[config.mk]
export PLATFORM = sky130hd
export DESIGN_NAME = radius_packet_tlv_parser_unit
export DESIGN_NICKNAME = d
export VERILOG_FILES = /design/src/rtl/rpt_pkg.sv /design/src/rtl/radius_packet_tlv_parser_unit.sv /design/src/rtl/rpt_front.sv /design/src/rtl/rpt_queue.sv /design/src/rtl/rpt_back.sv
export SDC_FILE = /design/constraint.sdc
export NUM_CORES = 1
export LEC_CHECK = 0
export BUFFER_PORTS_ARGS = -buffer_cell sky130_fd_sc_hd__buf_2
export CORE_MARGIN = 1.5
export CORE_UTILIZATION = 41
export CTS_CLUSTER_SIZE = 14
export DETAILED_ROUTE_END_ITERATION = 10
export SLEW_MARGIN = 10
export SYNTH_ARGS = -nofsm -noshare
export SYNTH_HDL_FRONTEND = slang
export SYNTH_HIERARCHICAL = 1
export SYNTH_SLANG_ARGS = --single-unit
[constraint.sdc]
create_clock -name clk -period 6 [get_ports clk]
set_clock_uncertainty 0.1 [all_clocks]
set_input_delay 1.2 -clock clk [delete_from_list [all_inputs] [get_ports clk]]
set_output_delay 1.2 -clock clk [all_outputs]
set_load 0.02 [all_outputs]
[src/rtl/rpt_pkg.sv]
// Shared types and constants of the RADIUS attribute parser.
`default_nettype none

package rpt_pkg;

	// Fixed header size and the EAP message attribute type.
	localparam int unsigned HEADER_BYTES  = 20;
	localparam logic [7:0]  EAP_ATTR_TYPE = 8'd79;
	localparam logic [7:0]  MIN_ATTR_LEN  = 8'd2;

	// Record queue depth between the parser and the output stage.
	localparam int unsigned QUEUE_DEPTH = 4;

	// Record kinds.
	localparam logic KIND_ATTR    = 1'b0;
	localparam logic KIND_SUMMARY = 1'b1;

	// Status codes.
	localparam logic [2:0] ST_OK       = 3'd0;
	localparam logic [2:0] ST_RUNT     = 3'd1;
	localparam logic [2:0] ST_BAD_LEN  = 3'd2;
	localparam logic [2:0] ST_TRUNC    = 3'd3;
	localparam logic [2:0] ST_LEFTOVER = 3'd4;

	// EAP summary states.
	localparam logic [1:0] EAP_NONE      = 2'd0;
	localparam logic [1:0] EAP_HDR_TRUNC = 2'd1;
	localparam logic [1:0] EAP_HDR_ONLY  = 2'd2;
	localparam logic [1:0] EAP_HDR_TYPE  = 2'd3;

	// EAP codes that carry a type byte.
	localparam logic [7:0] EAP_CODE_REQUEST  = 8'd1;
	localparam logic [7:0] EAP_CODE_RESPONSE = 8'd2;

	// Width of the packed output tdata.
	localparam int unsigned OUT_DATA_W = 72;

	// What one input byte produced: an attribute record, a summary, or both.
	typedef struct packed {
		logic        has_attr;
		logic [7:0]  attr_type;
		logic [7:0]  attr_length;
		logic [2:0]  attr_status;
		logic        has_sum;
		logic [2:0]  sum_status;
		logic        trimmed;
		logic [7:0]  pkt_code;
		logic [7:0]  pkt_identifier;
		logic [15:0] pkt_length;
		logic [1:0]  eap_state;
		logic [7:0]  eap_code;
		logic [7:0]  eap_type;
	} rpt_entry_t;

endpackage

`default_nettype wire

[src/rtl/radius_packet_tlv_parser_unit.sv]
// Top level of the RADIUS attribute parser: front end, record queue, output stage.
//
//  channel  | direction | tdata                          | tuser        | tlast
//  s_axis   | in        | data_byte                      | -            | end_of_packet
//  m_axis   | out       | attr_type .. eap_type (72 bit) | record_kind  | last
//
// One byte is accepted per cycle; the parser state updates in that cycle.
// A record passes the record queue and the output stage's hold register before it leaves.
// A byte that yields both an attribute record and a summary sends them one after the
// other; the record queue absorbs this and any downstream stall.
// s_axis_tready is low only while the record queue is full.
// After reset the parser expects the first header byte of a packet.
`default_nettype none

module radius_packet_tlv_parser_unit
	import rpt_pkg::*;
#(
	parameter int unsigned QUEUE_DEPTH_P = QUEUE_DEPTH
) (
	input  wire logic                  clk,
	input  wire logic                  arst_n,
	input  wire logic                  s_axis_tvalid,
	output logic                       s_axis_tready,
	input  wire logic [7:0]            s_axis_tdata,  // [7:0] data_byte
	input  wire logic                  s_axis_tlast,
	output logic                       m_axis_tvalid,
	input  wire logic                  m_axis_tready,
	// [7:0] attr_type, [15:8] attr_length, [18:16] status, [19] trimmed,
	// [27:20] pkt_code, [35:28] pkt_identifier, [51:36] pkt_length,
	// [53:52] eap_state, [61:54] eap_code, [69:62] eap_type, [71:70] zero
	output logic [OUT_DATA_W-1:0]      m_axis_tdata,
	output logic                       m_axis_tuser,  // [0] record_kind
	output logic                       m_axis_tlast
);

	rpt_entry_t front_entry;
	rpt_entry_t queue_entry;
	logic       front_push;
	logic       in_fire;
	logic       q_empty, q_full, q_pop;

	assign s_axis_tready = !q_full;
	assign in_fire       = s_axis_tvalid && s_axis_tready;

	rpt_front u_front (
		.clk     (clk),
		.arst_n  (arst_n),
		.in_fire (in_fire),
		.in_byte (s_axis_tdata),
		.in_eop  (s_axis_tlast),
		.entry   (front_entry),
		.push    (front_push)
	);

	rpt_queue #(
		.WIDTH ($bits(rpt_entry_t)),
		.DEPTH (QUEUE_DEPTH_P)
	) u_queue (
		.clk     (clk),
		.arst_n  (arst_n),
		.push    (front_push),
		.wr_data (front_entry),
		.pop     (q_pop),
		.rd_data (queue_entry),
		.empty   (q_empty),
		.full    (q_full)
	);

	rpt_back u_back (
		.clk       (clk),
		.arst_n    (arst_n),
		.q_data    (queue_entry),
		.q_empty   (q_empty),
		.q_pop     (q_pop),
		.out_valid (m_axis_tvalid),
		.out_ready (m_axis_tready),
		.out_data  (m_axis_tdata),
		.out_kind  (m_axis_tuser),
		.out_last  (m_axis_tlast)
	);

endmodule

`default_nettype wire

[src/rtl/rpt_front.sv]
// Parser front end: walks header and attributes, one accepted byte per cycle.
`default_nettype none

module rpt_front
	import rpt_pkg::*;
(
	input  wire logic       clk,
	input  wire logic       arst_n,
	input  wire logic       in_fire,
	input  wire logic [7:0] in_byte,
	input  wire logic       in_eop,
	output rpt_entry_t      entry,
	output logic            push
);

	typedef enum logic [4:0] {
		PH_HEADER = 5'b00001,
		PH_TYPE   = 5'b00010,
		PH_LEN    = 5'b00100,
		PH_VALUE  = 5'b01000,
		PH_DONE   = 5'b10000
	} rpt_phase_t;

	rpt_phase_t  phase_q, n_phase;
	logic [15:0] byte_count_q, n_byte_count;
	logic [7:0]  code_q, n_code;
	logic [7:0]  ident_q, n_ident;
	logic [15:0] decl_len_q, n_decl_len;
	logic [7:0]  attr_type_q, n_attr_type;
	logic [7:0]  bytes_left_q, n_bytes_left;
	logic [2:0]  status_q, n_status;
	logic [2:0]  eap_cnt_q, n_eap_cnt;
	logic [7:0]  eap_code_q, n_eap_code;
	logic [7:0]  eap_type_q, n_eap_type;
	logic        eap_seen_q, n_eap_seen;

	logic [16:0] pos_p1;
	logic [16:0] len_rem;
	logic [16:0] start_pos;
	logic [16:0] start_rem;
	logic        start_req;
	logic [2:0]  attr_st;
	logic        runt;

	assign pos_p1 = {1'b0, byte_count_q} + 17'd1;
	// Declared bytes left counted from the type byte of this attribute.
	assign len_rem = {1'b0, decl_len_q} - ({1'b0, byte_count_q} - 17'd1);

	// Next-state computation for one byte.
	always_comb begin
		n_phase      = phase_q;
		n_code       = code_q;
		n_ident      = ident_q;
		n_decl_len   = decl_len_q;
		n_attr_type  = attr_type_q;
		n_bytes_left = bytes_left_q;
		n_status     = status_q;
		n_eap_cnt    = eap_cnt_q;
		n_eap_code   = eap_code_q;
		n_eap_type   = eap_type_q;
		n_eap_seen   = eap_seen_q;
		start_req    = 1'b0;
		start_pos    = pos_p1;
		start_rem    = '0;
		attr_st      = ST_OK;
		entry        = '0;

		case (phase_q)
			PH_HEADER: begin
				if (byte_count_q == 16'd0) n_code = in_byte;
				if (byte_count_q == 16'd1) n_ident = in_byte;
				if (byte_count_q == 16'd2) n_decl_len[15:8] = in_byte;
				if (byte_count_q == 16'd3) n_decl_len[7:0] = in_byte;
				if (byte_count_q == 16'(HEADER_BYTES - 1)) begin
					if (decl_len_q < 16'(HEADER_BYTES)) begin
						n_phase = PH_DONE;
					end else begin
						start_req = 1'b1;
						start_pos = 17'(HEADER_BYTES);
					end
				end
			end
			PH_TYPE: begin
				n_attr_type = in_byte;
				n_phase     = PH_LEN;
			end
			PH_LEN: begin
				entry.has_attr    = 1'b1;
				entry.attr_type   = attr_type_q;
				entry.attr_length = in_byte;
				if (in_byte < MIN_ATTR_LEN) begin
					attr_st = ST_BAD_LEN;
					n_phase = PH_DONE;
				end else if (len_rem < {9'd0, in_byte}) begin
					attr_st = ST_TRUNC;
					n_phase = PH_DONE;
				end else begin
					if (attr_type_q == EAP_ATTR_TYPE) n_eap_seen = 1'b1;
					n_bytes_left = in_byte - MIN_ATTR_LEN;
					if (in_byte == MIN_ATTR_LEN) begin
						start_req = 1'b1;
					end else begin
						n_phase = PH_VALUE;
					end
				end
				if (attr_st != ST_OK) n_status = attr_st;
				entry.attr_status = attr_st;
			end
			PH_VALUE: begin
				if (attr_type_q == EAP_ATTR_TYPE) begin
					if (eap_cnt_q == 3'd0) n_eap_code = in_byte;
					if (eap_cnt_q == 3'd4) n_eap_type = in_byte;
					if (eap_cnt_q < 3'd5) n_eap_cnt = eap_cnt_q + 3'd1;
				end
				n_bytes_left = bytes_left_q - 8'd1;
				if (n_bytes_left == 8'd0) start_req = 1'b1;
			end
			default: begin
			end
		endcase

		// Where the next attribute would start: parse it, stop, or flag leftovers.
		if (start_req) begin
			start_rem = {1'b0, decl_len_q} - start_pos;
			if (start_pos >= {1'b0, decl_len_q}) begin
				n_phase = PH_DONE;
			end else if (start_rem <= 17'd2) begin
				n_status = ST_LEFTOVER;
				n_phase  = PH_DONE;
			end else begin
				n_phase = PH_TYPE;
			end
		end

		n_byte_count = (byte_count_q == 16'hFFFF) ? byte_count_q : byte_count_q + 16'd1;

		// End-of-packet summary, built from the state after this byte.
		runt = (n_phase == PH_HEADER) || (n_decl_len < 16'(HEADER_BYTES))
			|| ({1'b0, n_decl_len} > pos_p1);
		entry.has_sum        = in_eop;
		entry.sum_status     = runt ? ST_RUNT : n_status;
		entry.trimmed        = !runt && (byte_count_q >= n_decl_len);
		entry.pkt_code       = n_code;
		entry.pkt_identifier = n_ident;
		entry.pkt_length     = n_decl_len;
		if (!runt && n_eap_seen) begin
			if (n_eap_cnt < 3'd4) begin
				entry.eap_state = EAP_HDR_TRUNC;
			end else begin
				entry.eap_code = n_eap_code;
				if ((n_eap_code == EAP_CODE_REQUEST || n_eap_code == EAP_CODE_RESPONSE)
					&& n_eap_cnt >= 3'd5) begin
					entry.eap_state = EAP_HDR_TYPE;
					entry.eap_type  = n_eap_type;
				end else begin
					entry.eap_state = EAP_HDR_ONLY;
				end
			end
		end
	end

	assign push = in_fire && (entry.has_attr || entry.has_sum);

	// Parser state; everything returns to reset after the final byte.
	always_ff @(posedge clk or negedge arst_n) begin
		if (!arst_n) begin
			phase_q      <= PH_HEADER;
			byte_count_q <= '0;
			code_q       <= '0;
			ident_q      <= '0;
			decl_len_q   <= '0;
			attr_type_q  <= '0;
			bytes_left_q <= '0;
			status_q     <= ST_OK;
			eap_cnt_q    <= '0;
			eap_code_q   <= '0;
			eap_type_q   <= '0;
			eap_seen_q   <= 1'b0;
		end else if (in_fire) begin
			if (in_eop) begin
				phase_q      <= PH_HEADER;
				byte_count_q <= '0;
				code_q       <= '0;
				ident_q      <= '0;
				decl_len_q   <= '0;
				attr_type_q  <= '0;
				bytes_left_q <= '0;
				status_q     <= ST_OK;
				eap_cnt_q    <= '0;
				eap_code_q   <= '0;
				eap_type_q   <= '0;
				eap_seen_q   <= 1'b0;
			end else begin
				phase_q      <= n_phase;
				byte_count_q <= n_byte_count;
				code_q       <= n_code;
				ident_q      <= n_ident;
				decl_len_q   <= n_decl_len;
				attr_type_q  <= n_attr_type;
				bytes_left_q <= n_bytes_left;
				status_q     <= n_status;
				eap_cnt_q    <= n_eap_cnt;
				eap_code_q   <= n_eap_code;
				eap_type_q   <= n_eap_type;
				eap_seen_q   <= n_eap_seen;
			end
		end
	end

endmodule

`default_nettype wire

[src/rtl/rpt_queue.sv]
// Small register queue of parser records between front and back.
`default_nettype none

module rpt_queue
	import rpt_pkg::*;
#(
	parameter int unsigned WIDTH = 8,
	parameter int unsigned DEPTH = QUEUE_DEPTH
) (
	input  wire logic             clk,
	input  wire logic             arst_n,
	input  wire logic             push,
	input  wire logic [WIDTH-1:0] wr_data,
	input  wire logic             pop,
	output logic      [WIDTH-1:0] rd_data,
	output logic                  empty,
	output logic                  full
);

	localparam int unsigned PTR_W = (DEPTH > 1) ? $clog2(DEPTH) : 1;
	localparam int unsigned CNT_W = $clog2(DEPTH + 1);

	logic [WIDTH-1:0] mem_q [DEPTH];
	logic [PTR_W-1:0] wr_ptr_q, rd_ptr_q;
	logic [CNT_W-1:0] count_q;
	logic             do_push, do_pop;

	assign empty   = (count_q == '0);
	assign full    = (count_q == CNT_W'(DEPTH));
	assign do_push = push && !full;
	assign do_pop  = pop && !empty;
	assign rd_data = mem_q[rd_ptr_q];

	// Storage.
	always_ff @(posedge clk) begin
		if (do_push) mem_q[wr_ptr_q] <= wr_data;
	end

	// Pointers and fill count.
	always_ff @(posedge clk or negedge arst_n) begin
		if (!arst_n) begin
			wr_ptr_q <= '0;
			rd_ptr_q <= '0;
			count_q  <= '0;
		end else begin
			if (do_push) begin
				wr_ptr_q <= (wr_ptr_q == PTR_W'(DEPTH - 1)) ? '0 : wr_ptr_q + PTR_W'(1);
			end
			if (do_pop) begin
				rd_ptr_q <= (rd_ptr_q == PTR_W'(DEPTH - 1)) ? '0 : rd_ptr_q + PTR_W'(1);
			end
			if (do_push && !do_pop) begin
				count_q <= count_q + CNT_W'(1);
			end else if (do_pop && !do_push) begin
				count_q <= count_q - CNT_W'(1);
			end
		end
	end

endmodule

`default_nettype wire

[src/rtl/rpt_back.sv]
// Output stage: holds one queue entry and sends its one or two records.
`default_nettype none

module rpt_back
	import rpt_pkg::*;
(
	input  wire logic                  clk,
	input  wire logic                  arst_n,
	input  wire rpt_entry_t            q_data,
	input  wire logic                  q_empty,
	output logic                       q_pop,
	output logic                       out_valid,
	input  wire logic                  out_ready,
	output logic [OUT_DATA_W-1:0]      out_data,
	output logic                       out_kind,
	output logic                       out_last
);

	rpt_entry_t hold_q;
	logic       hold_valid_q;
	logic       attr_sent_q;
	logic       send_attr;
	logic       fire;
	logic       final_rec;

	// The attribute record goes first when an entry carries both.
	assign send_attr = hold_q.has_attr && !attr_sent_q;
	assign final_rec = !(send_attr && hold_q.has_sum);
	assign out_valid = hold_valid_q;
	assign fire      = hold_valid_q && out_ready;
	assign q_pop     = !q_empty && (!hold_valid_q || (fire && final_rec));

	// Pack the current record.
	always_comb begin
		out_data = '0;
		out_last = final_rec;
		if (send_attr) begin
			out_kind        = KIND_ATTR;
			out_data[7:0]   = hold_q.attr_type;
			out_data[15:8]  = hold_q.attr_length;
			out_data[18:16] = hold_q.attr_status;
		end else begin
			out_kind        = KIND_SUMMARY;
			out_data[18:16] = hold_q.sum_status;
			out_data[19]    = hold_q.trimmed;
			out_data[27:20] = hold_q.pkt_code;
			out_data[35:28] = hold_q.pkt_identifier;
			out_data[51:36] = hold_q.pkt_length;
			out_data[53:52] = hold_q.eap_state;
			out_data[61:54] = hold_q.eap_code;
			out_data[69:62] = hold_q.eap_type;
		end
	end

	// Entry payload.
	always_ff @(posedge clk) begin
		if (q_pop) hold_q <= q_data;
	end

	// Hold control.
	always_ff @(posedge clk or negedge arst_n) begin
		if (!arst_n) begin
			hold_valid_q <= 1'b0;
			attr_sent_q  <= 1'b0;
		end else begin
			if (q_pop) begin
				hold_valid_q <= 1'b1;
				attr_sent_q  <= 1'b0;
			end else if (fire) begin
				if (final_rec) begin
					hold_valid_q <= 1'b0;
				end else begin
					attr_sent_q <= 1'b1;
				end
			end
		end
	end

endmodule

`default_nettype wire

==> results of run 1 <==
==> per-stage QoR <==
stage               cell area (µm²)  util [%]
floorplan                     22900         -
global placement              24000      43.5
detailed placement            24000      43.6
CTS                           25500      46.2
global route                  25500      46.2
finish                        25500      46.2
==> Yosys cell counts (all sizes together), types with 4 or more instances <==
library cell    n
mux2i          28
ha            101
o22ai           4
buf            34
a22o           42
a21oi          62
mux4           75
nor3           26
nor2b          21
nand2b         11
o2bb2ai        15
edfxtp        375
a31oi           9
xnor2          45
nand4          22
clkbuf         50
xor2           11
nor3b           7
o2111ai         6
nor4           20
mux2           25
nand2          78
o21ai          56
o211ai          8
inv            77
o31ai          15
a2111oi         5
a211oi          8
or4             6
a31o            4
a211o           4
nand3          27
nor2           76
or2             4
a21o           14
nand3b          4
and2           93
dfrtp         100
o21a            5
and3            9
and4            4
==> cells by family (layout without fill, tap and decap cells) <==
logic type / Yosys count / after routing
compound gates: 282 / 282
buf+inv: 162 / 277
flops: 476 / 476
fa+ha+maj: 104 / 104
xor+xnor: 56 / 56
other cells: 2 / 4
simple gates: 415 / 415
mux: 128 / 128
==> area by class of cell <==
| cell class | count | share of cell area, % |
|---|---|---|
| antenna | 1 | 0.00983 |
| clock buffer | 67 | 5.32 |
| clock inverter | 20 | 0.442 |
| inverter | 78 | 1.16 |
| multi-input combinational | 988 | 32.7 |
| sequential | 476 | 54.2 |
| tap | 748 | 3.68 |
| timing repair buffer | 112 | 2.47 |
==> worst max-delay path by stage <==
stage | start | to | slack, ps | depth (start not counted)
finish | u_front/decl_len_q[1] | u_queue/mem_q[0][51] | 440 | 18
global route | u_front/decl_len_q[1] | u_queue/mem_q[1][51] | 50 | 18
CTS | u_front/decl_len_q[1] | u_queue/mem_q[0][51] | 450 | 18
detailed placement | u_front/decl_len_q[1] | u_queue/mem_q[3][51] | 520 | 18
global placement | u_front/decl_len_q[1] | u_queue/mem_q[0][51] | 540 | 18
floorplan | s_axis_tvalid | u_queue/mem_q[0][0] | 1360 | 7
==> where the power goes <==
group	switching, mW	total, mW	internal (mW)	leakage [nW]
clock	1.20	2.81	1.61	0.718
sequential	0.393	4.89	4.50	4.83
combinational	3.68	6.20	2.52	3.87
total	5.28	13.9	8.62	9.42
==> flip-flops by register name, indices dropped and copies added (netlist names) <==
signal and cells:
u_queue/mem_q 300, u_back/hold_q 75, u_front/byte_count_q 16, u_front/decl_len_q 16, u_front/attr_type_q 8, u_front/bytes_left_q 8, u_front/code_q 8, u_front/eap_code_q 8
u_front/eap_type_q 8, u_front/ident_q 8, u_front/phase_q 5, u_front/eap_cnt_q 3, u_front/status_q 3, u_queue/count_q 3, u_queue/rd_ptr_q 2, u_queue/wr_ptr_q 2
u_back/attr_sent_q 1, u_back/out_valid 1, u_front/eap_seen_q 1
==> metal layers <==
layer	up-vias	track usage, %	routed length, µm
li1	6363	-	-
met1	7065	26.6	24500
met2	394	32.1	26100
met3	109	3.11	2920
met4	6	6.44	1640
met5	-	0	24
==> results, run 1 <==
- The run finished with clean final reports.
- The number of global-route vias before repair is roughly 14000.
- The worst vdd rail ir drop is approximately 0.00024 V.
- The first TritonRoute pass finished after 5 iterations.
- The number of max-slew violations in the final report was 0.
- In the layout the commonest cells are sky130_fd_sc_hd__edfxtp_1, sky130_fd_sc_hd__ha_1, sky130_fd_sc_hd__dfrtp_1.
- The number of setup buffers added after CTS is 0.
- The pin slew with the least headroom to its limit is ~1000 ps.
- After synthesis the netlist holds a flip-flop and latch count of between 400 and 500.
- The die is 239 µm tall.
- Clock-pin slew was measured on the worst setup and hold paths at 60 ps.
- The share of async-settable or async-resettable flops after synthesis is between 20% and 30%.
- CTS saw 476 sinks.
- The clock tree synthesis step divided the H-tree into 2 levels.
- The root buffer cell is sky130_fd_sc_hd__clkbuf_16.
- After Yosys synthesis, XOR and XNOR cells account for about 2.1% of the synthesized area.
- The floorplan step defined a die boundary enclosing 57100 µm².
- For this run, the register share of the synthesized area comes to around three fifths.
- After synthesis, the largest family of logic cells by area is multiplexers.
- The worst path meets setup with around 440 ps of slack.
- Counting tap cells, the placed design contains a total of between 2000 and 2500 instances.
- The floorplan step defined a core boundary enclosing ~55000 µm².
- At the worst endpoint, the required time is 6230 ps.
- Counting instances, the worst hold path has a depth of 1.
- The total wire length is 55200 µm.
- Detailed routing inserted a total of around 14000 vias.
- The arrival time of data at the critical path endpoint is about 5800 ps.
- The critical path's slowest cell is sky130_fd_sc_hd__nor3_1.
- The static leakage is around 9.4 nW.
- The count of nets left with antenna violations once routing finished came out at 0.
- The compound-cell area share of the yosys netlist is under 10%.
- Timing analysis after detailed placement gives a worst setup slack of approximately 520 ps.
- Yosys printed 6 warnings.
- The max-cap check violation count is 0.
- The number of antenna violations at the first check in global routing is 4.
- Traced cell by cell, the critical path runs through inv_1, ha_1, inv_1, ha_1, inv_1, fa_1, nand2b_1, a21oi_1, nor2b_1, xnor2_1, ha_1, nor4_1, o211ai_1, or4_1, or4_1, nor3_1, a21oi_1, o31ai_1.
- The worst min-delay path endpoint is u_front/code_q[6].
- The post-synthesis share of cell area spent on full adders, half adders and majority gates is approximately 5.8%.
- The final net count is approximately 1800.
- Dividing the synthesized area by the synthesized cell count gives roughly 14 µm².
- Cells with a size suffix above 1 make up between 15 and 20% of the layout.
- Summing all flip-flop and latch instances after layout gives approximately 14000 µm².
- The quantity of hold-fixing buffers added after cts is 0.
- STA classifies the critical path startpoint as a register.
- In the global route stage, overall resource usage came out at around a fifth.
- The count of different cell masters after synthesis is 85.
- The achievable frequency is about 180 MHz.
- The most common cell after layout, fill and taps aside is sky130_fd_sc_hd__edfxtp_1.
- The final critical path time including I/O delays and setup is around 5600 ps.
- The layout overhead on the synthesized area is 11.5%.
- The delay of the slowest critical-path stage is 560 ps.
- The critical path is of the register to register type.
- Ranked by total cell area, the synthesized netlist is headed by sky130_fd_sc_hd__edfxtp_1, sky130_fd_sc_hd__dfrtp_1, sky130_fd_sc_hd__mux4_2.
- The maximum net fanout on the critical path is 4.
- Once the floorplan was initialized, standard cells occupied about two fifths of the core.
- The half-perimeter wire length after detailed placement is 36200 µm.
- The layout has slightly below 5000 filler cells.
- The total grt overflow is 0.
- Setup violations remaining at the end of the flow were counted as 0.
- The count of boundary I/O pins is 89.
- The fraction of the mapped netlist area in simple logic gates is about 9.8%.
- The later pin in the worst-skew pair is clocked with a latency of between 500 and 600 ps.
- In this run the most critical hold path is launched from u_front/code_q[6].
- The aggregate negative setup slack is 0 ps.
- STA classifies the critical path endpoint as a register.
- The destination of the worst register-to-register timing path is u_queue/mem_q[0][51].
- Across all hold checks on the routed design, the worst slack comes to between 400 and 500 ps.
- The length in cells of the worst reg-to-reg path is 18.
- Setup repair after global routing left no endpoint under its margin.
- For this run, the leading register cell type out of synthesis is sky130_fd_sc_hd__edfxtp_1.
- The die span in x is ~240 µm.
- The biggest area contributor in the post-synthesis netlist is sky130_fd_sc_hd__edfxtp_1.
- The multi-input combinational cells in the finished layout cover a total of between 8000 and 9000 µm².
- The count of buffers added on input and output ports is 86.
- The count of cells in the finished layout, fillers not included, comes to between 2000 and 2500.
- The area fraction of the dominant cell type after synthesis is between 40% and 50%.
- The category of cells accounting for the largest share of critical-path delay is simple AND/OR/NAND/NOR gates.
- The number of enable flip-flop cells after synthesis is roughly 380.
- Using the TritonRoute via totals, the vias-per-cell ratio works out to about 5.6.
- The number of hold violations in the final report is 0.
- The number of core rows is between 80 and 90.
- Counting the buffers created by CTS gives 48.
- After the first detailed-routing iteration, the DRC count stood at 1062.
- The deepest clock path buffer count is 3.
- The buffers plus inverters on the worst setup path is 3.
- Gates resized during post-CTS repair numbered 0.
- The completed layout was analyzed and its total power is roughly 14 mW.
- The largest net degree at the start of global routing is 58.
- The launch instance of the worst register-to-register path is u_front/decl_len_q[1].
- After layout, the worst path uses 92.6% of the clock period.
- The areal power density over the cells is 546 nW/µm².
- Measured against its own limit, the worst slew margin works out to around 30%.
- The area of the mapped netlist is approximately 23000 µm².
- Routability-driven placement finished with a final weighted congestion of 0.913.
- The path class of the tightest hold or removal check is register to register.
- The first-pass GRT wire length is around 85000 µm.
- The multiplexer fraction of the synthesized cell area is 9.90%.
- The register-to-register setup slack is approximately 440 ps.
- The number of instances in the synthesized netlist is 1625.
- TritonCTS built the clock tree.
- For this run, design rule violations remaining after detail routing come to 0.
- Dividing the detail-routed wire length by the instance count gives around 22 µm.
Power figures use the tool's default switching activity.
==> run 2: changes to the inputs <==
--- a/config.mk
+++ b/config.mk
@@ -7,9 +7,10 @@
 export LEC_CHECK = 0
 export BUFFER_PORTS_ARGS = -buffer_cell sky130_fd_sc_hd__buf_2
 export CORE_MARGIN = 1.5
-export CORE_UTILIZATION = 41
+export CORE_UTILIZATION = 56
 export CTS_CLUSTER_SIZE = 14
 export DETAILED_ROUTE_END_ITERATION = 10
+export PLACE_DENSITY = 0.76
 export SLEW_MARGIN = 10
 export SYNTH_ARGS = -nofsm -noshare
 export SYNTH_HDL_FRONTEND = slang
==> results, run 2 (same netlist as run 1, synthesis figures left out) <==
- The flow ran to the end, and the final reports show no timing, DRC or antenna violations.
- The die span in x is between 200 and 250 µm.
- The CTS tree is done.
- No sink is reached through more buffers than the 3 on the longest clock path.
- The number of hold violations in the final report is 0.
- The number of gates resized after CTS was 0.
- Traced cell by cell, the critical path runs through nor4_1, nand4_1, nor4b_2, buf_4, mux2i_1, inv_1, ha_1, nor2b_1, o31ai_1, a21oi_1, o311a_1, o21ai_0, a21oi_1, a311oi_4, o211ai_2, a21oi_1.
- Across the VDD grid, the largest voltage drop is between 0.0003 and 0.0004 V.
- The number of vias after detailed routing is ~14000.
- The areal power density over the cells is between 500 and 600 nW/µm².
- The number of global-route vias before repair was approximately 14000.
- STA puts the critical path data arrival time at roughly 5700 ps.
- The startpoint identified for the worst register-to-register timing path is u_front/byte_count_q[12].
- At the later pin of the worst-skew pair, clock insertion delay measures 570 ps.
- Leaving out fill and tap cells, the most frequent cell in the layout is sky130_fd_sc_hd__edfxtp_1.
- The number of max-slew violations in the final report came to 0.
- After clock tree synthesis, the flow added hold-fix buffers numbering 0.
- The static leakage is between 9 and 10 nW.
- The DRC marker count from the first detailed-route iteration is between 1000 and 1500.
- Cells fill ~63% of the core in the end.
- The aggregate negative setup slack is 0 ps.
- Measured along the y axis, the die boundary spans approximately 200 µm.
- The total setup violations reported at the end of the flow is 0.
- The achievable frequency is roughly 180 MHz.
- The number of core rows is 73.
- The buffers plus inverters on the worst setup path is 2.
- The cell family contributing the most delay on the critical path is compound AO/OA/AOI/OAI gates.
- The layout overhead on the synthesized area is 10.8%.
- Entering global routing, the biggest net connects 57 pins.
- The global router's overall resource usage is roughly a quarter.
- The length in cells of the worst reg-to-reg path is 16.
- The final critical path time including I/O delays and setup is between 5000 and 6000 ps.
- The fraction of layout instances using a drive strength above 1 is approximately 18%.
- After routing the design area is 25300 µm².
- The die outline area is about 42000 µm².
- The number of buffer cells added on primary ports is 86.
- The number of antenna repair diodes is 0.
- The tightest min-delay check is of the register to register type.
- The type of the worst setup path is register to register.
- The worst min-delay path endpoint is u_front/code_q[1].
- Leaving out fill and tap cells, the most frequent cells in the layout are sky130_fd_sc_hd__edfxtp_1, sky130_fd_sc_hd__ha_1, sky130_fd_sc_hd__dfrtp_1.
- The post-layout total power is 14.1 mW.
- The root buffer cell is sky130_fd_sc_hd__clkbuf_16.
- Measured against its own limit, the worst slew margin works out to around 16%.
- The largest registers in the layout are u_queue/mem_q (300), u_back/hold_q (75).
- The count of nets left with antenna violations once routing finished came out at 0.
- The core region area is between 40000 and 50000 µm².
- The wire-length estimate of the detail-placed layout is roughly 34000 µm.
- In this run the most critical hold path is launched from u_front/code_q[1].
- The number of clock sinks is roughly 480.
- The destination of the worst register-to-register timing path is u_queue/mem_q[1][1].
- For this design the top-level I/O count stands at between 80 and 90.
- The maximum net fanout on the critical path is 9.
- The initial standard-cell utilization of the core is 57.1%.
- Data on the critical path is required at its endpoint by around 6200 ps.
- The number of antenna violations at the first check in global routing was 0.
- The final net count is 1815.
- The total grt overflow is 0.
- In the routed layout, each cell is associated on average with a via count of about 6.3.
- For this design, the slowest cell found on the critical path is sky130_fd_sc_hd__nor4_1.
- The max-cap check violation count is 0.
- After detailed routing, the average wire length per cell comes to 23.5 µm.
- The largest single stage delay on the critical path is about 550 ps.
- In this run the register-to-register setup slack is between 500 and 600 ps.
- The number of flip-flops under the largest register name is 300.
- The worst setup path is launched from a register.
- The pin slew with the least headroom to its limit is about 1300 ps.
- The post-route DRC violation count is 0.
- The congestion estimate from routability-driven global placement came to 0.998.
- The H-tree was split into 2 levels.
- Counting stages on the worst path, the most repeated cell is sky130_fd_sc_hd__a21oi_1.
- The first-pass GRT wire length is a little over 80000 µm.
- The first detailed-routing pass ran for 5 iterations.
- Counting flops per register, the top entry is u_queue/mem_q.
- The clock slew at the register clock pins of the worst setup and hold paths is about 80 ps.
- Clock tree synthesis inserted a total of 46 buffers.
- The post-route clock period utilization is 91.6%.
- Setup repair after global routing left no endpoint under its margin.
- Along the worst hold path, the cell count comes to 1.
- The worst setup path is captured at a register.
- After detailed placement, the total cell area comes to between 20000 and 25000 µm².
- The buffers inserted during post-CTS setup optimization is 0.
- Summed over all layers, the routed wires come to around 53000 µm.
[run 2: cell count changes in the layout (fill, tap and decap cells not counted), moves of 2 or more]
cell | previous run | this run
sky130_fd_sc_hd__clkbuf_8 | 6 | 2
sky130_fd_sc_hd__clkinv_1 | 13 | 6
sky130_fd_sc_hd__clkinv_2 | 6 | 9
sky130_fd_sc_hd__bufinv_16 | 1 | 9
sky130_fd_sc_hd__inv_6 | 0 | 2
sky130_fd_sc_hd__clkbuf_1 | 12 | 7
sky130_fd_sc_hd__buf_4 | 27 | 23
[run 2: where the power goes]
part           leakage [nW]  switching, mW  total [mW]  internal (mW)
registers              4.83          0.433        4.93           4.50
clock network         0.806           1.20        3.10           1.90
logic                  3.85           3.58        6.08           2.50
total                  9.49           5.21        14.1           8.90
[run 2: final cells by class]
type,count,area (µm²)
fillers,2897,14700
well taps,525,657
clock buffers,58,1280
flip-flops and latches,476,13800
clock inverters,25,352
multi-input cells,988,8330
repair buffers,108,598
inverters,78,295
[run 2: worst max-delay path by stage]
stage / startpoint / endpoint / slack [ps] / cells past startpoint
after floorplan: s_axis_tvalid / u_queue/mem_q[0][0] / 1360 / 7
after global placement: u_front/byte_count_q[12] / u_queue/mem_q[0][2] / 880 / 16
after detailed placement: u_front/byte_count_q[12] / u_queue/mem_q[3][1] / 730 / 16
after CTS: u_front/byte_count_q[12] / u_queue/mem_q[3][1] / 650 / 16
after global routing: u_front/byte_count_q[13] / u_queue/mem_q[3][1] / 80 / 16
final: u_front/byte_count_q[12] / u_queue/mem_q[1][1] / 500 / 16
[run 2: metal layers]
metal | global-route usage [%] | part of all wire [%] | vias up
met5 | 0 | 0 | -
met1 | 35.6 | 42 | 7235
met4 | 9.41 | 3.2 | 0
met2 | 42.1 | 49 | 497
li1 | - | - | 6332
met3 | 4.10 | 6.0 | 121
[run 2: worst reg2reg max path, delay by kind of cell (launching register included)]
kind,cells,cell delay (ps)
fa+ha+maj,1,330
flops,1,490
mux,1,340
compound gates,8,2100
buf+inv,2,430
simple gates,4,1530
[run 2: metrics by stage]
step	instances	worst slack [ps]	hold slack, ps
3_3_place_gp	2175	881	383
4_1_cts	2258	653	410
6_report	2258	503	407
3_5_place_dp	2175	730	390
5_1_grt	2258	81.8	421
2_1_floorplan	1626	1360	367
==> run 3: changes to the inputs <==
--- a/config.mk
+++ b/config.mk
@@ -10,7 +10,7 @@
 export CORE_UTILIZATION = 56
 export CTS_CLUSTER_SIZE = 14
 export DETAILED_ROUTE_END_ITERATION = 10
-export PLACE_DENSITY = 0.76
+export PLACE_DENSITY = 0.79
 export SLEW_MARGIN = 10
 export SYNTH_ARGS = -nofsm -noshare
 export SYNTH_HDL_FRONTEND = slang
==> results, run 3 (same netlist as run 1, synthesis figures left out) <==
- Once placement completed, the tool counted placed cells totaling between 2000 and 2500.
- In this run the worst path has a maximum fanout of 4.
- The floorplan step set the die width to about 200 µm.
- The worst hold path belongs to the class register to register.
- The die covers 42000 µm².
- In this run the power density over the cells is around 550 nW/µm².
- The floorplan step defined a core boundary enclosing roughly 40000 µm².
- The worst-case IR drop observed on VDD is around 0.00028 V.
- The worst setup path is launched from a register.
- The maximum level of the CTS H-tree is 2.
- Dividing the detail-routed via count by the number of cells gives 6.26.
- The initial utilization of the core area, before any placement, comes to between 50% and 60%.
- In the final layout, the registers with the most flip-flops are u_queue/mem_q (300), u_back/hold_q (75).
- In the layout the commonest cells are sky130_fd_sc_hd__edfxtp_1, sky130_fd_sc_hd__ha_1, sky130_fd_sc_hd__dfrtp_1.
- The arrival time of data at the critical path endpoint is around 5700 ps.
- The residual antenna-violating net count after detailed routing is 0.
- The multi-input combinational cells in the finished layout cover a total of between 8000 and 9000 µm².
- From synthesis to final layout, the design area changed by 9.74%.
- The cell internal power dissipation is 8.51 mW.
- The net count of the finished layout is about 1800.
- The register with the most flip-flops in the final layout is u_queue/mem_q.
- The CTS buffer count is 45.
- Summed over all failing endpoints, the final setup total negative slack is 0 ps.
- The first-pass GRT wire length is 82600 µm.
- The achievable frequency is 181 MHz.
- Post-CTS timing repair inserted 0 buffers for setup.
- The required time at the endpoint of the critical path is 6210 ps.
- The deepest clock path buffer count is 3.
- The switching power is approximately 5.2 mW.
- Combinational logic burns between 40% and 50% of the power.
- The half-perimeter wire length after detailed placement is roughly 34000 µm.
- The weighted congestion reported at the end of routability-driven placement is between 0.9 and 1.
- Clock latency on the worst-skew pair, taken at its later pin, is about 560 ps.
- Setup violations remaining at the end of the flow were counted as 0.
- The number of core rows is 73.
- Summing over every cut layer, the via total after detailed routing is between 10000 and 15000.
- In the finished design, the share of the clock period the worst path needs comes to approximately nine tenths.
- The normalized max-slew margin is between 20% and 30%.
- The number of antenna violations at the first check in global routing is 0.
- The floorplan step set the die height to between 200 and 250 µm.
- The max-cap check violation count is 0.
- The worst register-to-register path begins at u_front/decl_len_q[1].
- The run finished with clean final reports.
- The number of antenna diodes in the final layout is 0.
- The clock net in this run drives a total of 476 sinks.
- The quantity of hold-fixing buffers added after cts is 0.
- The switching part of the total is around two fifths.
- The total grt overflow is 0.
- At the pin with the least slew margin, the transition time is about 1100 ps.
- Entering global routing, the biggest net connects 76 pins.
- After clock tree synthesis, the repair step resized 0 gates.
- The most common cell after layout, fill and taps aside is sky130_fd_sc_hd__edfxtp_1.
- The root buffer cell is sky130_fd_sc_hd__clkbuf_16.
- The startpoint of the worst hold path is u_front/ident_q[0].
- The global router's overall resource usage is roughly a quarter.
- The number of buffer cells added on primary ports is 86.
- Setup repair after global routing left no endpoint under its margin.
- The type of destination of the critical path is a register.
- Of the cells placed in the final design, the portion with a size suffix greater than 1 is around 17%.
- The most critical setup path has its startpoint at u_front/decl_len_q[1].
- The post-detailed-route wirelength per cell is about 23 µm.
- TritonCTS built the clock tree.
- The register with the most flip-flops in the layout has 300 of them.
- The smallest clock period supported by the final layout is computed as about 5500 ps.
- In this run the count of I/O pins placed on the die edge is 89.
- The DRC marker count from the first detailed-route iteration is 1076.
- The routed design has approximately 53000 µm of wire.
- The number of hold violations in the final report is 0.
- The number of max-slew violations in the final report is 0.
- The number of global-route vias before repair is 14377.
- Excluding fillers, the count of instances in the completed layout stands at 2259.
- Of the total power, registers draw 35.8%.
- The type of the worst setup path is register to register.
- The post-route DRC violation count is 0.
- After filler insertion, the fill cell instance count of the layout stands at 2937.
- The clock slew at the register clock pins of the worst setup and hold paths is 60 ps.
- For this design the static power due to leakage is roughly 9.4 nW.
- The number of iterations in the first detailed-routing pass is 5.
- The fraction of power consumed by the clock network is 19.5%.
- The sequential standard cell area is between 10000 and 15000 µm².
[run 3: area by class of cell]
cell class | count | area share [%]
clock inverters | 19 | 0.504
flip-flops and latches | 476 | 55.0
repair buffers | 108 | 2.44
well taps | 525 | 2.62
multi-input cells | 988 | 33.2
inverters | 78 | 1.18
clock buffers | 65 | 5.00
[run 3: final timing paths]
kind	end	slack [ps]	cells after the start
min in group asynchronous	u_front/decl_len_q[15]	570	1
worst max-delay path	u_queue/mem_q[3][51]	490	18
worst max register to register	u_queue/mem_q[3][51]	490	18
max in group asynchronous	u_front/eap_type_q[2]	3920	2
worst min-delay path	u_front/ident_q[0]	410	1
worst min register to register	u_front/ident_q[0]	410	1
[run 3: metal layers]
| layer | up-vias | wire, µm | GRT usage (%) | share of wire [%] |
|---|---|---|---|---|
| met5 | - | 0 | 0 | 0 |
| met4 | 0 | 1360 | 8.00 | 2.6 |
| met3 | 97 | 3350 | 4.28 | 6.3 |
| met2 | 518 | 26000 | 43.2 | 49 |
| met1 | 7173 | 22100 | 34.6 | 42 |
| li1 | 6349 | - | - | - |
[run 3: power groups by stage]
stage          clock (mW)  combinational (mW)  sequential (mW)
3_3_place_gp            0                5.96             4.96
4_1_cts              2.72                6.11             4.93
2_1_floorplan           0                4.67             4.76
6_report             2.68                6.14             4.92
3_5_place_dp            0                6.05             4.99
5_1_grt              2.85                6.74             5.00
[run 3: per-stage QoR]
step	hold WS, ps	total power [mW]	area (µm²)	utilization [%]	worst slack, ps
2_1_floorplan	367	9.43	22900	-	1360
3_3_place_gp	383	10.9	23700	59.2	752
3_5_place_dp	388	11.0	23700	59.2	630
4_1_cts	405	13.8	25100	62.7	590
5_1_grt	432	14.6	25100	62.7	98.2
6_report	406	13.7	25100	62.7	487
[run 3: worst max-delay path: stages (launching register included)]
cell,delay [ps]
sky130_fd_sc_hd__dfrtp_1,540
sky130_fd_sc_hd__inv_1,110
sky130_fd_sc_hd__ha_1,280
sky130_fd_sc_hd__inv_1,60
sky130_fd_sc_hd__ha_1,170
sky130_fd_sc_hd__inv_1,60
sky130_fd_sc_hd__fa_1,390
sky130_fd_sc_hd__nand2b_1,180
sky130_fd_sc_hd__a21oi_1,250
sky130_fd_sc_hd__nor2b_1,130
sky130_fd_sc_hd__xnor2_1,140
sky130_fd_sc_hd__ha_1,190
sky130_fd_sc_hd__nor4_1,390
sky130_fd_sc_hd__o211ai_1,170
sky130_fd_sc_hd__or4_1,540
sky130_fd_sc_hd__or4_1,530
sky130_fd_sc_hd__nor3_1,510
sky130_fd_sc_hd__a21oi_1,150
sky130_fd_sc_hd__o31ai_1,380
